--- src/design/tcpop_pkg.sv ---
// package for the tcp option parser
// holds option kind codes, walker class codes and the result struct
// no dependencies
package tcpop_pkg;

  localparam int ByteW = 8;
  localparam int MssW = 16;
  localparam int ClassW = 3;
  localparam int PosW = 2;
  localparam int OutDataW = 32;

  // option kind codes
  localparam logic [ByteW-1:0] KIND_END = 8'd0;
  localparam logic [ByteW-1:0] KIND_NOP = 8'd1;
  localparam logic [ByteW-1:0] KIND_MSS = 8'd2;
  localparam logic [ByteW-1:0] KIND_WSCALE = 8'd3;
  localparam logic [ByteW-1:0] KIND_TSTAMP = 8'd8;

  // bytes left to skip after the timestamp kind byte
  localparam logic [ByteW-1:0] TSTAMP_SKIP = 8'd9;

  // walker class codes
  localparam logic [ClassW-1:0] CLS_KIND = 3'd0;
  localparam logic [ClassW-1:0] CLS_MSS = 3'd1;
  localparam logic [ClassW-1:0] CLS_WS = 3'd2;
  localparam logic [ClassW-1:0] CLS_SKIP = 3'd3;
  localparam logic [ClassW-1:0] CLS_LEN = 3'd4;

  // position of the next byte inside an mss or window scale option
  localparam logic [PosW-1:0] POS_NONE = 2'd0;
  localparam logic [PosW-1:0] POS_LEN = 2'd1;
  localparam logic [PosW-1:0] POS_VAL0 = 2'd2;
  localparam logic [PosW-1:0] POS_VAL1 = 2'd3;

  typedef struct packed {
    logic             stopped_early;
    logic [ByteW-1:0] wscale_value;
    logic             wscale_present;
    logic [MssW-1:0]  mss_value;
    logic             mss_present;
  } result_t;

endpackage

--- src/design/tcpop_walker.sv ---
// option list walker: per-byte state update for the tcp option parser
// depends on tcpop_pkg
module tcpop_walker (
  input  logic                          clk,
  input  logic                          rst_n,
  input  logic                          step,
  input  logic [tcpop_pkg::ByteW-1:0]   opt_byte,
  input  logic                          last_byte,
  output tcpop_pkg::result_t            res
);

  logic [tcpop_pkg::ClassW-1:0] class_r, class_nxt;
  logic [tcpop_pkg::PosW-1:0]   pos_r, pos_nxt;
  logic [tcpop_pkg::ByteW-1:0]  skip_r, skip_nxt, skip_dec;
  logic [tcpop_pkg::ByteW-1:0]  mss_hi_r, mss_hi_nxt;
  logic [tcpop_pkg::MssW-1:0]   mss_r, mss_nxt;
  logic                         mss_seen_r, mss_seen_nxt;
  logic [tcpop_pkg::ByteW-1:0]  ws_r, ws_nxt;
  logic                         ws_seen_r, ws_seen_nxt;
  logic                         halted_r, halted_nxt;

  assign skip_dec = (skip_r != '0) ? skip_r - 8'd1 : skip_r;

  always_comb begin
    class_nxt    = class_r;
    pos_nxt      = pos_r;
    skip_nxt     = skip_r;
    mss_hi_nxt   = mss_hi_r;
    mss_nxt      = mss_r;
    mss_seen_nxt = mss_seen_r;
    ws_nxt       = ws_r;
    ws_seen_nxt  = ws_seen_r;
    halted_nxt   = halted_r;
    if (!halted_r) begin
      case (class_r)
        tcpop_pkg::CLS_KIND: begin
          if (opt_byte == tcpop_pkg::KIND_MSS) begin
            class_nxt = tcpop_pkg::CLS_MSS;
            pos_nxt   = tcpop_pkg::POS_LEN;
          end else if (opt_byte == tcpop_pkg::KIND_WSCALE) begin
            class_nxt = tcpop_pkg::CLS_WS;
            pos_nxt   = tcpop_pkg::POS_LEN;
          end else if (opt_byte == tcpop_pkg::KIND_TSTAMP) begin
            class_nxt = tcpop_pkg::CLS_SKIP;
            skip_nxt  = tcpop_pkg::TSTAMP_SKIP;
          end else if (opt_byte != tcpop_pkg::KIND_END &&
                       opt_byte != tcpop_pkg::KIND_NOP) begin
            class_nxt = tcpop_pkg::CLS_LEN;
          end
        end
        tcpop_pkg::CLS_MSS: begin
          if (pos_r == tcpop_pkg::POS_LEN) begin
            pos_nxt = tcpop_pkg::POS_VAL0;
          end else if (pos_r == tcpop_pkg::POS_VAL0) begin
            mss_hi_nxt = opt_byte;
            pos_nxt    = tcpop_pkg::POS_VAL1;
          end else begin
            mss_nxt      = {mss_hi_r, opt_byte};
            mss_seen_nxt = 1'b1;
            class_nxt    = tcpop_pkg::CLS_KIND;
            pos_nxt      = tcpop_pkg::POS_NONE;
          end
        end
        tcpop_pkg::CLS_WS: begin
          if (pos_r == tcpop_pkg::POS_LEN) begin
            pos_nxt = tcpop_pkg::POS_VAL0;
          end else begin
            ws_nxt      = opt_byte;
            ws_seen_nxt = 1'b1;
            class_nxt   = tcpop_pkg::CLS_KIND;
            pos_nxt     = tcpop_pkg::POS_NONE;
          end
        end
        tcpop_pkg::CLS_SKIP: begin
          skip_nxt = skip_dec;
          if (skip_dec == '0) begin
            class_nxt = tcpop_pkg::CLS_KIND;
          end
        end
        tcpop_pkg::CLS_LEN: begin
          // zero length halts the walk, one or two ends at the length byte
          if (opt_byte == 8'd0) begin
            halted_nxt = 1'b1;
            class_nxt  = tcpop_pkg::CLS_KIND;
          end else if (opt_byte <= 8'd2) begin
            class_nxt = tcpop_pkg::CLS_KIND;
          end else begin
            skip_nxt  = opt_byte - 8'd2;
            class_nxt = tcpop_pkg::CLS_SKIP;
          end
        end
        default: begin
          class_nxt = tcpop_pkg::CLS_KIND;
        end
      endcase
    end
  end

  assign res.mss_present    = mss_seen_nxt;
  assign res.mss_value      = mss_seen_nxt ? mss_nxt : '0;
  assign res.wscale_present = ws_seen_nxt;
  assign res.wscale_value   = ws_seen_nxt ? ws_nxt : '0;
  assign res.stopped_early  = halted_nxt;

  // the last item of a run returns the walker to its reset state
  always_ff @(posedge clk) begin
    if (!rst_n || (step && last_byte)) begin
      class_r    <= tcpop_pkg::CLS_KIND;
      pos_r      <= tcpop_pkg::POS_NONE;
      skip_r     <= '0;
      mss_hi_r   <= '0;
      mss_r      <= '0;
      mss_seen_r <= 1'b0;
      ws_r       <= '0;
      ws_seen_r  <= 1'b0;
      halted_r   <= 1'b0;
    end else if (step) begin
      class_r    <= class_nxt;
      pos_r      <= pos_nxt;
      skip_r     <= skip_nxt;
      mss_hi_r   <= mss_hi_nxt;
      mss_r      <= mss_nxt;
      mss_seen_r <= mss_seen_nxt;
      ws_r       <= ws_nxt;
      ws_seen_r  <= ws_seen_nxt;
      halted_r   <= halted_nxt;
    end
  end

  a_halt_class: assert property (@(posedge clk) disable iff (!rst_n)
    halted_r |-> class_r == tcpop_pkg::CLS_KIND)
    else $error("walker halted outside kind class");

  a_mss_pos: assert property (@(posedge clk) disable iff (!rst_n)
    (class_r == tcpop_pkg::CLS_MSS || class_r == tcpop_pkg::CLS_WS)
      |-> pos_r != tcpop_pkg::POS_NONE)
    else $error("option position lost inside mss or window scale");

  a_skip_nonzero: assert property (@(posedge clk) disable iff (!rst_n)
    class_r == tcpop_pkg::CLS_SKIP |-> skip_r != '0)
    else $error("skip class with nothing left to skip");

endmodule

--- src/design/tcp_option_parser_unit.sv ---
// top level of the tcp option parser: input register, walker, result register
// depends on tcpop_pkg and tcpop_walker

// Takes the options area of a SYN segment one byte per item (in_tlast on the
// final byte) and gives one result per options area, after its last byte has
// been walked: MSS and window scale values with presence flags, and a flag
// that an unknown option with zero length stopped the walk. Each byte is
// held in one input register and processed by the walker when it advances,
// so a new byte is taken every cycle unless the walker stalls; the only stall
// comes from a result that still waits in the output register when the next
// last byte needs it. A result is loaded into the output register when its
// last byte is walked and shows on out_tvalid until it is taken.
module tcp_option_parser_unit (
  input  logic                               clk,
  input  logic                               rst_n,
  input  logic                               in_tvalid,
  output logic                               in_tready,
  input  logic [7:0]                         in_tdata,  // opt_byte
  input  logic                               in_tlast,  // last_byte
  output logic                               out_tvalid,
  input  logic                               out_tready,
  // mss_present, mss_value[16:1], wscale_present, wscale_value[25:18],
  // stopped_early, zero fill
  output logic [tcpop_pkg::OutDataW-1:0]     out_tdata
);

  logic                         in_valid_r;
  logic [tcpop_pkg::ByteW-1:0]  in_byte_r;
  logic                         in_last_r;
  logic                         advance;
  logic                         out_valid_r;
  tcpop_pkg::result_t           res;
  tcpop_pkg::result_t           res_r;

  // a non-last byte never waits on the output side
  assign advance   = in_valid_r && (!in_last_r || !out_valid_r || out_tready);
  assign in_tready = !in_valid_r || advance;

  always_ff @(posedge clk) begin
    if (!rst_n) begin
      in_valid_r <= 1'b0;
    end else if (in_tready) begin
      in_valid_r <= in_tvalid;
    end
  end

  always_ff @(posedge clk) begin
    if (in_tready && in_tvalid) begin
      in_byte_r <= in_tdata;
      in_last_r <= in_tlast;
    end
  end

  tcpop_walker u_walker (
    .clk       (clk),
    .rst_n     (rst_n),
    .step      (advance),
    .opt_byte  (in_byte_r),
    .last_byte (in_last_r),
    .res       (res)
  );

  always_ff @(posedge clk) begin
    if (!rst_n) begin
      out_valid_r <= 1'b0;
    end else if (advance && in_last_r) begin
      out_valid_r <= 1'b1;
    end else if (out_tready) begin
      out_valid_r <= 1'b0;
    end
  end

  always_ff @(posedge clk) begin
    if (advance && in_last_r) begin
      res_r <= res;
    end
  end

  assign out_tvalid = out_valid_r;
  assign out_tdata  = {{(tcpop_pkg::OutDataW - $bits(tcpop_pkg::result_t)){1'b0}}, res_r};

  a_reset_out: assert property (@(posedge clk)
    !rst_n |=> !out_valid_r)
    else $error("result valid right after reset");

  a_load_from_last: assert property (@(posedge clk) disable iff (!rst_n)
    (out_valid_r && !$past(out_valid_r)) |-> $past(advance && in_last_r))
    else $error("result appeared without a last byte");

  a_no_overwrite: assert property (@(posedge clk) disable iff (!rst_n)
    (advance && in_last_r) |-> (!out_valid_r || out_tready))
    else $error("pending result overwritten");

endmodule
--- config.mk ---
export PLATFORM = sky130hd
export DESIGN_NAME = tcp_option_parser_unit
export DESIGN_NICKNAME = d
export VERILOG_FILES = /design/src/design/tcpop_pkg.sv /design/src/design/tcpop_walker.sv /design/src/design/tcp_option_parser_unit.sv
export SDC_FILE = /design/constraint.sdc
export NUM_CORES = 1
export LEC_CHECK = 0
export ABC_AREA = 1
export ABC_CLOCK_PERIOD_IN_PS = 2400
export BUFFER_PORTS_ARGS = -buffer_cell sky130_fd_sc_hd__buf_2
export CORE_UTILIZATION = 58
export CTS_CLUSTER_SIZE = 8
export DETAILED_ROUTE_END_ITERATION = 10
export PLACE_DENSITY = 0.79
export SETUP_SLACK_MARGIN = 0.2
export SKIP_LAST_GASP = 1
export SYNTH_ARGS = -nofsm -noshare
export SYNTH_HDL_FRONTEND = slang
export SYNTH_SLANG_ARGS = --single-unit
--- constraint.sdc ---
create_clock -name clk -period 2.4 [get_ports clk]
set_input_delay 0.12 -clock clk [delete_from_list [all_inputs] [get_ports clk]]
set_output_delay 0.12 -clock clk [all_outputs]
set_load 0.02 [all_outputs]
== Word level (Yosys, flattened, before mapping) ==
Cells that the tools add are included.

* Register bits: 86
* Input port bits: 13
* Output and inout bits: 34

* Reductions and logical operators: 24
* Order comparisons: 1
* $add $sub $neg: 2
* Muxes and demuxes: 43
* Equal/unequal tests: 21
* Bitwise operators: 2

{| class="wikitable"
|+ Operators with widths
! cell !! number
|-
| $mux 8 || 9
|-
| $mux 16 || 4
|-
| $mux 3 || 9
|-
| $pmux 8 s3 || 1
|-
| $eq 8x2->1 const B || 2
|-
| $logic_not 8->1 || 2
|-
| $reduce_bool 8->1 || 2
|-
| $pmux 3 s5 || 1
|-
| $ne 2x2->1 const B || 7
|-
| $mux 1 || 12
|-
| $mux 2 || 6
|-
| $eq 8x4->1 const B || 1
|-
| $le 8x2->1 const B || 1
|-
| $ne 8x1->1 const B || 1
|-
| $reduce_and 8->1 || 1
|-
| $sub 8x1->8 const B || 1
|-
| $sub 8x2->8 const B || 1
|-
| $reduce_and 7->1 || 1
|-
| $eq 3x2->1 const B || 2
|-
| $pmux 2 s3 || 1
|-
| $reduce_bool 3->1 || 2
|-
| $ne 5x1->1 const B || 1
|-
| $reduce_and 5->1 || 1
|-
| $logic_and 1x1->1 || 4
|-
| other kinds (12) || 20
|}

== Logic depth before layout (Yosys ltp) ==
Gate-level depths: netlist (run 1).

* Depth after elaboration: 7
* Gate-level depth with buffers: 13
* Gate-level depth less buffers: 13

== By module ==
Synthesis (run 1) repeated with hierarchy kept, for this count alone.

* Cell total of the unflattened synthesis: 502
* Area, all modules: 4194.0 µm²

{| class="wikitable"
|+ By module, submodules not included
! module !! cells an instance !! sequential area each (µm²) !! times used !! area each (µm²)
|-
| tcpop_walker || 442 || 960.9 || 1 || 2952.8
|-
| tcp_option_parser_unit || 60 || 1121.1 || 1 || 1241.2
|}

== Worst setup path after synthesis (run 1) ==
OpenSTA, ideal clock, no wires.

* Path kind: flip-flop to flip-flop
* Start point: register u_walker.pos_r[1] in the netlist's numbering
* End point: register res_r (netlist bit out_tdata[10]), data pin
* Cell stages (with the launch flop): 10
* Data required time: 2.145 ns
* Setup time: 0.255 ns
* Setup slack: 0.647 ns
* Clock period less this slack: 1.753 ns
* Data arrival time: 1.498 ns
* Path through: dfxtp_1 inv_1 ha_1 nor2_1 inv_2 nor3_4 inv_4 clkbuf_1 o21ai_0 inv_1

* Longest elaborated chain between the ends: 5

{| class="wikitable"
|+ RTL lines
! what !! RTL line !! source
|-
| from (decl) || tcpop_walker.sv:13 || <nowiki>logic [tcpop_pkg::PosW-1:0] pos_r, pos_nxt;</nowiki>
|-
| from (signal assigned) || tcpop_walker.sv:109 || <nowiki>pos_r <= tcpop_pkg::POS_NONE;</nowiki>
|-
| from (signal assigned) || tcpop_walker.sv:119 || <nowiki>pos_r <= pos_nxt;</nowiki>
|-
| $eq 2x2->1 || tcpop_walker.sv:54 || <nowiki>end else if (pos_r == tcpop_pkg::POS_VAL0) begin</nowiki>
|-
| $mux 16 / $mux 1 (equally long branches) || tcpop_walker.sv:54 ||
|-
| $mux 16 / $mux 1 (equally long branches) || tcpop_walker.sv:52 || <nowiki>if (pos_r == tcpop_pkg::POS_LEN) begin</nowiki>
|-
| $mux 16 / $mux 1 (equally long branches) || tcpop_walker.sv:35 || <nowiki>case (class_r)</nowiki>
|-
| $mux 16 / $mux 1 (equally long branches) || tcpop_walker.sv:34 || <nowiki>if (!halted_r) begin</nowiki>
|-
| to (signal assigned) || tcp_option_parser_unit.sv:75 || <nowiki>res_r <= res;</nowiki>
|-
| to (decl) || tcp_option_parser_unit.sv:33 || <nowiki>tcpop_pkg::result_t res_r;</nowiki>
|}

Several ways; a longest one is shown, not always the timed one.
A chain may end at the register's enable or synchronous reset.

== Worst setup path in the final report (run 1) ==
* Start point: register out_valid_r, in the netlist out_tvalid
* End point: register u_walker.mss_hi_r[4] in the netlist's numbering

* Longest elaborated chain between the ends: 6

{| class="wikitable"
|+ RTL lines
! what !! RTL line !! source
|-
| from (decl) || tcp_option_parser_unit.sv:31 || <nowiki>logic out_valid_r;</nowiki>
|-
| from (signal assigned) || tcp_option_parser_unit.sv:65 || <nowiki>out_valid_r <= 1'b0;</nowiki>
|-
| from (signal assigned) || tcp_option_parser_unit.sv:67 || <nowiki>out_valid_r <= 1'b1;</nowiki>
|-
| from (signal assigned) || tcp_option_parser_unit.sv:69 || <nowiki>out_valid_r <= 1'b0;</nowiki>
|-
| $logic_not 1->1 (*) || tcp_option_parser_unit.sv:36 || <nowiki>assign advance = in_valid_r && (!in_last_r || !out_valid_r || out_tready);</nowiki>
|-
| $logic_or 1x1->1 (*) (2 in a row) || tcp_option_parser_unit.sv:36 ||
|-
| $logic_and 1x1->1 (*) || tcp_option_parser_unit.sv:36 ||
|-
| branches (longest 2 deep; another with $reduce_and 5->1) || - ||
|-
| to (signal assigned) || tcpop_walker.sv:121 || <nowiki>mss_hi_r <= mss_hi_nxt;</nowiki>
|-
| to (decl) || tcpop_walker.sv:15 || <nowiki>logic [tcpop_pkg::ByteW-1:0] mss_hi_r, mss_hi_nxt;</nowiki>
|}

Every way passes the cells marked *.

==> insert_results.sql, run 1 <==
INSERT INTO impl_metrics (metric_group, metric, value, unit) VALUES
('timing', 'setup_viol', '0', ''),
('global_routing', 'number_of_global_route_vias_before_repair', '2891', ''),
('detailed_routing', 'drt_via_density', '5.36', ''),
('timing', 'finalCriticalPeriod', '2.00', 'ns'),
('place', 'number_of_i_o_port_buffers', '41', ''),
('detailed_routing', 'ant_nets', '0', ''),
('logic_synthesis', 'syn_area', '4040', 'um^2'),
('global_routing', 'grt_antenna_before_repair', '0', ''),
('global_routing', 'grt.overflow.total', '0', ''),
('logic_synthesis', 'distinct_cells_synth', '37', ''),
('logic_synthesis', 'synth-seq-cells', '86', ''),
('worst_setup_path', 'crit_path_end_kind', 'register', ''),
('logic_synthesis', 'yosysWarningCount', '0', ''),
('power_and_ir_drop', 'power_leakage', '0.00214', 'uW'),
('cells_and_area', 'final_cells', '609', ''),
('clocking', 'tritoncts_clock_tree', 'yes', ''),
('timing', 'totalNegativeSetupSlack', '0', 'ns'),
('worst_setup_path', 'cp-endpoint', 'u_walker.mss_hi_r[4]', ''),
('run', 'cap_viol_max_count', '0', ''),
('worst_setup_path', 'worst_path_largest_cell_delay', '0.49', 'ns'),
('global_routing', 'largest_net_degree_at_the_start_of_global_routing', '45', ''),
('global_routing', 'globalRoute.busiestLayer', 'met2', ''),
('floorplan', 'dieArea', '7310', 'um^2'),
('floorplan', 'floorplan.die.width', '85.5', 'um'),
('floorplan', 'start_util', '0.598', ''),
('cells_and_area', 'drive_gt1_frac', '0.172', ''),
('timing', 'max_slew_violation_total_from_the_final_report', '0', ''),
('detailed_routing', 'drtPass1Iterations', '7', ''),
('clocking', 'cts_inserted_buffers', '9', ''),
('logic_synthesis', 'edff_count_synth', '36', ''),
('cells_and_area', 'fill_cells', '564', ''),
('worst_setup_path', 'worstPathArrival', '2.29', 'ns'),
('clocking', 'worst_setup_hold_path_clk_slew', '0.09', 'ns'),
('worst_setup_path', 'path_cells', 'inv_1 -> nor2_2 -> nand2_1 -> nand2_2 -> inv_2 -> nand2_1 -> nand2_2 -> inv_2 -> o21ai_0 -> a21oi_1', ''),
('cells_and_area', 'final_design_area_no_fill', '4580', 'um^2'),
('worst_setup_path', 'start_kind', 'register', ''),
('floorplan', 'fp.coreArea', '6760', 'um^2'),
('worst_setup_path', 'crit_path_top_delay_cell', 'inv_2', ''),
('place', 'postPlaceCellArea', '4260', 'um^2'),
('logic_synthesis', 'dominantRegCellSynth', 'dfxtp_1', ''),
('logic_synthesis', 'syn-mean-instance-area', '8.51', 'um^2'),
('logic_synthesis', 'synth-async-reset-ratio', '0', ''),
('clocking', 'clock_sink_count', '86', ''),
('worst_setup_path', 'worst_path_required', '2.69', 'ns'),
('cells_and_area', 'area_growth_syn_to_layout', '13.2', '%'),
('detailed_routing', 'routed_wl', '8.00', 'mm'),
('clocking', 'cts.root.buffer_cell', 'clkbuf_8', ''),
('detailed_routing', 'drt-initial-drc-count', '212', ''),
('detailed_routing', 'vias', '3265', ''),
('worst_setup_path', 'path_class', 'register to register', ''),
('floorplan', 'die_y', '85.5', 'um'),
('timing', 'achievable-frequency', '501', 'MHz'),
('place', 'gp_routability_congestion', '0.839', ''),
('hold_path', 'timing.hold.worst_path_depth', '3', ''),
('timing', 'fin_worst_skew', '0.0156', 'ns'),
('clocking', 'h-tree-depth', '3', ''),
('timing', 'rsz0062_at_grt', 'true', ''),
('worst_setup_path', 'crit_fanout', '44', ''),
('timing', 'finalHoldViolCount', '0', ''),
('logic_synthesis', 'synth_cells', '475', ''),
('place', 'post-dp-hpwl', '5.49', 'mm'),
('clocking', 'ctsLongestPathBuffers', '2', ''),
('worst_setup_path', 'worst_r2r_path_depth', '10', ''),
('hold_path', 'min_path_type', 'primary input to register', ''),
('worst_setup_path', 'worst_r2r_startpoint', 'out_tvalid', ''),
('cells_and_area', 'nNetsFinal', '542', ''),
('global_routing', 'global_route_wire_length_before_repair', '13.3', 'mm'),
('detailed_routing', 'detail_route.drc_violations', '0', ''),
('place', 'place_inst', '584', ''),
('power_and_ir_drop', 'power.density', '680', 'nW/um^2'),
('status', 'status', 'finished clean', '');
[timing repair]
item                       CTS  global route
resized for setup            0             1
hold endpoints to repair     9             0
hold buffers                 9             0
setup endpoints to repair    0             8
[final cells by class]
class	count	area, um^2	share of cell area
inverters	74	280	0.0613
flip-flops and latches	86	2080	0.455
well taps	80	100	0.0219
repair buffers	53	318	0.0695
multi-input cells	300	1580	0.344
clock buffers	10	128	0.0279
clock inverters	6	92.6	0.0202
[flip-flops by register name, summed over array words and instances, names as in the netlist]
register             cells
u_walker.halted_r        1
u_walker.ws_r            8
out_tvalid               1
u_walker.mss_hi_r        8
u_walker.pos_r           2
in_byte_r                8
u_walker.ws_seen_r       1
u_walker.mss_seen_r      1
in_valid_r               1
u_walker.class_r         3
u_walker.skip_r          8
out_tdata               27
u_walker.mss_r          16
in_last_r                1
[per-stage QoR]
| step | setup slack, ns | total power (uW) |
|---|---|---|
| floorplan | 0.647 | 1920 |
| global placement | 0.455 | 2000 |
| detailed placement | 0.419 | 2000 |
| CTS | 0.388 | 3110 |
| global route | 0.194 | 3250 |
| finish | 0.404 | 3110 |
[synth_stat cells (7+ instances only)]
cell type,n,share of area
a21oi_1,36,0.045
dfxtp_1,50,0.25
edfxtp_1,36,0.27
inv_1,65,0.060
inv_2,8,0.0074
nand2_1,79,0.073
nand3_1,22,0.027
nor2_1,40,0.037
o211ai_1,20,0.037
o21ai_0,43,0.053
o21ai_1,7,0.0087
[cell families after synthesis]
kind of cell               Yosys count  synth area share
buffers and inverters               93             0.100
AOI/OAI and AO/OA                  118             0.167
adders and majority gates            5            0.0155
other                                1          0.000928
DFF                                 86             0.515
xor gates and xnor gates             4           0.00867
and+or+nand+nor                    168             0.193
[worst max-delay path: cells and delay by family (launching register included)]
kind                   cells  cell delay (ns)
AOI/OAI and AO/OA          2             0.44
and+or+nand+nor            5             0.55
DFF                        1             0.34
buffers and inverters      3             0.60
[power by group]
group          internal (uW)  switching, uW  leakage (uW)
logic                    126            269       0.00127
registers               1560           29.8      0.000760
clock network            594            530      0.000104
[cell usage in the layout, fill, tap and decap left out, types with 2 or more instances in the layout]
cell type / Yosys / layout
bufinv_16: 0 / 2
inv_2: 8 / 8
nand4_1: 3 / 3
xor2_1: 4 / 4
nand3_2: 2 / 2
dfxtp_1: 50 / 50
edfxtp_1: 36 / 36
inv_6: 0 / 2
a211oi_2: 2 / 2
nor2_4: 1 / 2
o211ai_1: 20 / 20
dlygate4sd3_1: 0 / 9
nor3_2: 3 / 3
o21ai_1: 7 / 7
nand2_2: 6 / 6
o21ai_0: 43 / 43
nand3b_1: 2 / 2
a21oi_1: 36 / 36
nand3_1: 22 / 22
buf_4: 6 / 3
nor2_2: 6 / 5
clkinvlp_4: 0 / 2
clkbuf_8: 0 / 9
o22ai_1: 6 / 6
conb_1: 1 / 5
inv_1: 65 / 65
buf_2: 6 / 41
ha_1: 5 / 5
nand2_1: 79 / 79
nor2_1: 40 / 40
[metal layers]
layer | routed length (um) | vias up
met5 | 0 | -
met4 | 167 | 0
met3 | 424 | 18
met2 | 3650 | 113
met1 | 3760 | 1460
li1 | - | 1674
[how the worst min path moves through the flow]
stage,slack [ns],from,to
after global placement,0.30,in_tdata[4],in_byte_r[4]
after CTS,0.02,rst_n,out_tvalid
after global routing,0.04,rst_n,out_tvalid
final,0.03,rst_n,out_tvalid
after detailed placement,0.30,in_tdata[4],in_byte_r[4]
after floorplan,0.22,in_tdata[0],in_byte_r[0]
Power figures use the tool's default switching activity.
==> run 2: changes to the inputs <==
--- a/config.mk
+++ b/config.mk
@@ -6,7 +6,7 @@
 export NUM_CORES = 1
 export LEC_CHECK = 0
 export ABC_AREA = 1
-export ABC_CLOCK_PERIOD_IN_PS = 2400
+export ABC_CLOCK_PERIOD_IN_PS = 1900
 export BUFFER_PORTS_ARGS = -buffer_cell sky130_fd_sc_hd__buf_2
 export CORE_UTILIZATION = 58
 export CTS_CLUSTER_SIZE = 8
==> constraint.sdc (replaced) <==
create_clock -name clk -period 1.9 [get_ports clk]
set_input_delay 0.095 -clock clk [delete_from_list [all_inputs] [get_ports clk]]
set_output_delay 0.095 -clock clk [all_outputs]
set_load 0.02 [all_outputs]
==> insert_results.sql, run 2 (synthesis gave the netlist of run 1 again) <==
INSERT INTO impl_metrics (metric_group, metric, value, unit) VALUES
('place', 'number_of_i_o_port_buffers', '41', ''),
('detailed_routing', 'routed_wl', '9.43', 'mm'),
('floorplan', 'placementRows', '30', ''),
('detailed_routing', 'drt-initial-drc-count', '243', ''),
('clocking', 'worst_setup_hold_path_clk_slew', '0.09', 'ns'),
('cells_and_area', 'nNetsFinal', '572', ''),
('clocking', 'clock_sink_count', '86', ''),
('detailed_routing', 'vias', '3537', ''),
('worst_setup_path', 'start_kind', 'register', ''),
('detailed_routing', 'detail_route.drc_violations', '0', ''),
('clocking', 'clk-insertion-delay-late', '0.37', 'ns'),
('hold_path', 'min_path_type', 'primary input to register', ''),
('cells_and_area', 'fill_cells', '465', ''),
('cells_and_area', 'layout_commonest_cell', 'nand2_1', ''),
('timing', 'hold_slack', '0.00990', 'ns'),
('place', 'place_inst', '596', ''),
('cells_and_area', 'final_cells', '639', ''),
('cells_and_area', 'final-seq-area', '2090', 'um^2'),
('power_and_ir_drop', 'ir_drop', '0.000491', 'V'),
('clocking', 'ctsLongestPathBuffers', '2', ''),
('timing', 'totalNegativeSetupSlack', '0', 'ns'),
('place', 'gp_routability_congestion', '0.909', ''),
('worst_setup_path', 'worst_path_required', '2.15', 'ns'),
('floorplan', 'dieArea', '7310', 'um^2'),
('timing', 'setup_viol', '0', ''),
('power_and_ir_drop', 'power_leakage', '0.00232', 'uW'),
('cells_and_area', 'drive_gt1_frac', '0.284', ''),
('clocking', 'cts.root.buffer_cell', 'clkbuf_8', ''),
('place', 'postPlaceCellArea', '4390', 'um^2'),
('timing', 'achievable-frequency', '562', 'MHz'),
('worst_setup_path', 'crit_fanout', '8', ''),
('worst_setup_path', 'worstPathArrival', '2.03', 'ns'),
('clocking', 'tritoncts_clock_tree', 'yes', ''),
('cells_and_area', 'largest_register_ff_count', '27', ''),
('cells_and_area', 'finish.utilization', '0.748', ''),
('global_routing', 'number_of_global_route_vias_before_repair', '3198', ''),
('place', 'post-dp-hpwl', '5.79', 'mm'),
('power_and_ir_drop', 'power.density', '789', 'nW/um^2'),
('global_routing', 'grt_usage', '0.255', ''),
('timing', 'finalCriticalPeriod', '1.78', 'ns'),
('global_routing', 'grt.overflow.total', '0', ''),
('run', 'cap_viol_max_count', '0', ''),
('worst_setup_path', 'crit_path_end_kind', 'register', ''),
('clocking', 'cts_inserted_buffers', '9', ''),
('status', 'status', 'finished clean', ''),
('floorplan', 'ios', '47', ''),
('detailed_routing', 'drtPass1Iterations', '5', ''),
('worst_setup_path', 'path_class', 'register to register', ''),
('timing', 'rsz0062_at_grt', 'true', ''),
('cells_and_area', 'multiInputGateArea', '1750', 'um^2'),
('floorplan', 'fp.coreArea', '6760', 'um^2'),
('global_routing', 'largest_net_degree_at_the_start_of_global_routing', '36', ''),
('clocking', 'h-tree-depth', '3', ''),
('timing', 'fin_worst_skew', '0.0145', 'ns'),
('detailed_routing', 'ant_nets', '0', ''),
('global_routing', 'global_route_wire_length_before_repair', '14.3', 'mm'),
('floorplan', 'start_util', '0.598', ''),
('timing', 'period_share', '0.937', ''),
('cells_and_area', 'most_frequent_cells_in_the_layout', 'nand2_1 (74), inv_1 (59), dfxtp_1 (47), buf_2 (41), edfxtp_1 (36)', ''),
('timing', 'max_slew_violation_total_from_the_final_report', '0', ''),
('global_routing', 'grt_antenna_before_repair', '0', ''),
('cells_and_area', 'area_growth_syn_to_layout', '25.1', '%'),
('timing', 'finalHoldViolCount', '0', ''),
('detailed_routing', 'avgRoutedWirePerCell', '14.8', 'um'),
('floorplan', 'die_y', '85.5', 'um'),
('floorplan', 'floorplan.die.width', '85.5', 'um'),
('detailed_routing', 'drt_via_density', '5.54', ''),
('cells_and_area', 'final_design_area_no_fill', '5060', 'um^2'),
('cells_and_area', 'antenna_cells_inserted', '0', '');
-- run 2: changes by cell type in the layout (fill, tap and decap cells not counted), moves of 7 or more --
cell / delta
buf_4: +21
o21ai_0: -11
nand3_1: -7
o21ai_1: +7
-- run 2: cell type report --
class / instances / share of cell area
tap: 80 / 0.0198
inverter: 74 / 0.0584
sequential: 86 / 0.413
clock inverter: 6 / 0.0134
timing repair buffer: 83 / 0.125
clock buffer: 10 / 0.0252
multi-input combinational: 300 / 0.345
-- run 2: critical path, cell delays in order, from the launching register on --
cell and delay, ns:
dfxtp_1 0.38, inv_1 0.07, ha_1 0.24, nor3_4 0.26, inv_4 0.11, nor2_8 0.19, clkinvlp_4 0.22, nor2_1 0.15
nor2_1 0.05
-- run 2: what timing repair did --
action,4_1_cts,5_1_grt
gates resized for setup,5,58
pin swaps,1,19
endpoints found under the hold margin,10,0
endpoints found under the setup margin,6,98
setup buffers,2,12
gates cloned,0,3
hold buffers,10,0
-- run 2: layer usage --
metal | vias up | routed length, um | track usage
li1 | 1732 | - | -
met3 | 24 | 601 | 0.0467
met5 | - | 0 | 0
met2 | 149 | 4760 | 0.431
met4 | 0 | 254 | 0.130
met1 | 1632 | 3810 | 0.311
-- run 2: through the flow --
stage | power, uW | worst slack, ns
2_1_floorplan | 2430 | 0.209
3_3_place_gp | 2550 | 0.232
3_5_place_dp | 2570 | 0.159
4_1_cts | 3860 | 0.187
5_1_grt | 4150 | 0.0142
6_report | 3990 | 0.120
-- run 2: path summary, 6_finish.rpt --
kind	startpoint	to	slack, ns	depth (start not counted)
worst max register to register	u_walker.pos_r[0]	u_walker.mss_r[8]	0.12	8
worst min-delay path	in_tvalid	in_valid_r	0.01	3
worst max-delay path	u_walker.pos_r[0]	u_walker.mss_r[8]	0.12	8
worst min register to register	u_walker.ws_seen_r	u_walker.ws_seen_r	0.50	2
-- run 2: report_power, final --
group	internal, uW	total [uW]	switching [uW]
clock network	619	1300	680
logic	250	669	418
registers	1980	2020	43.0
total	2850	3990	1140
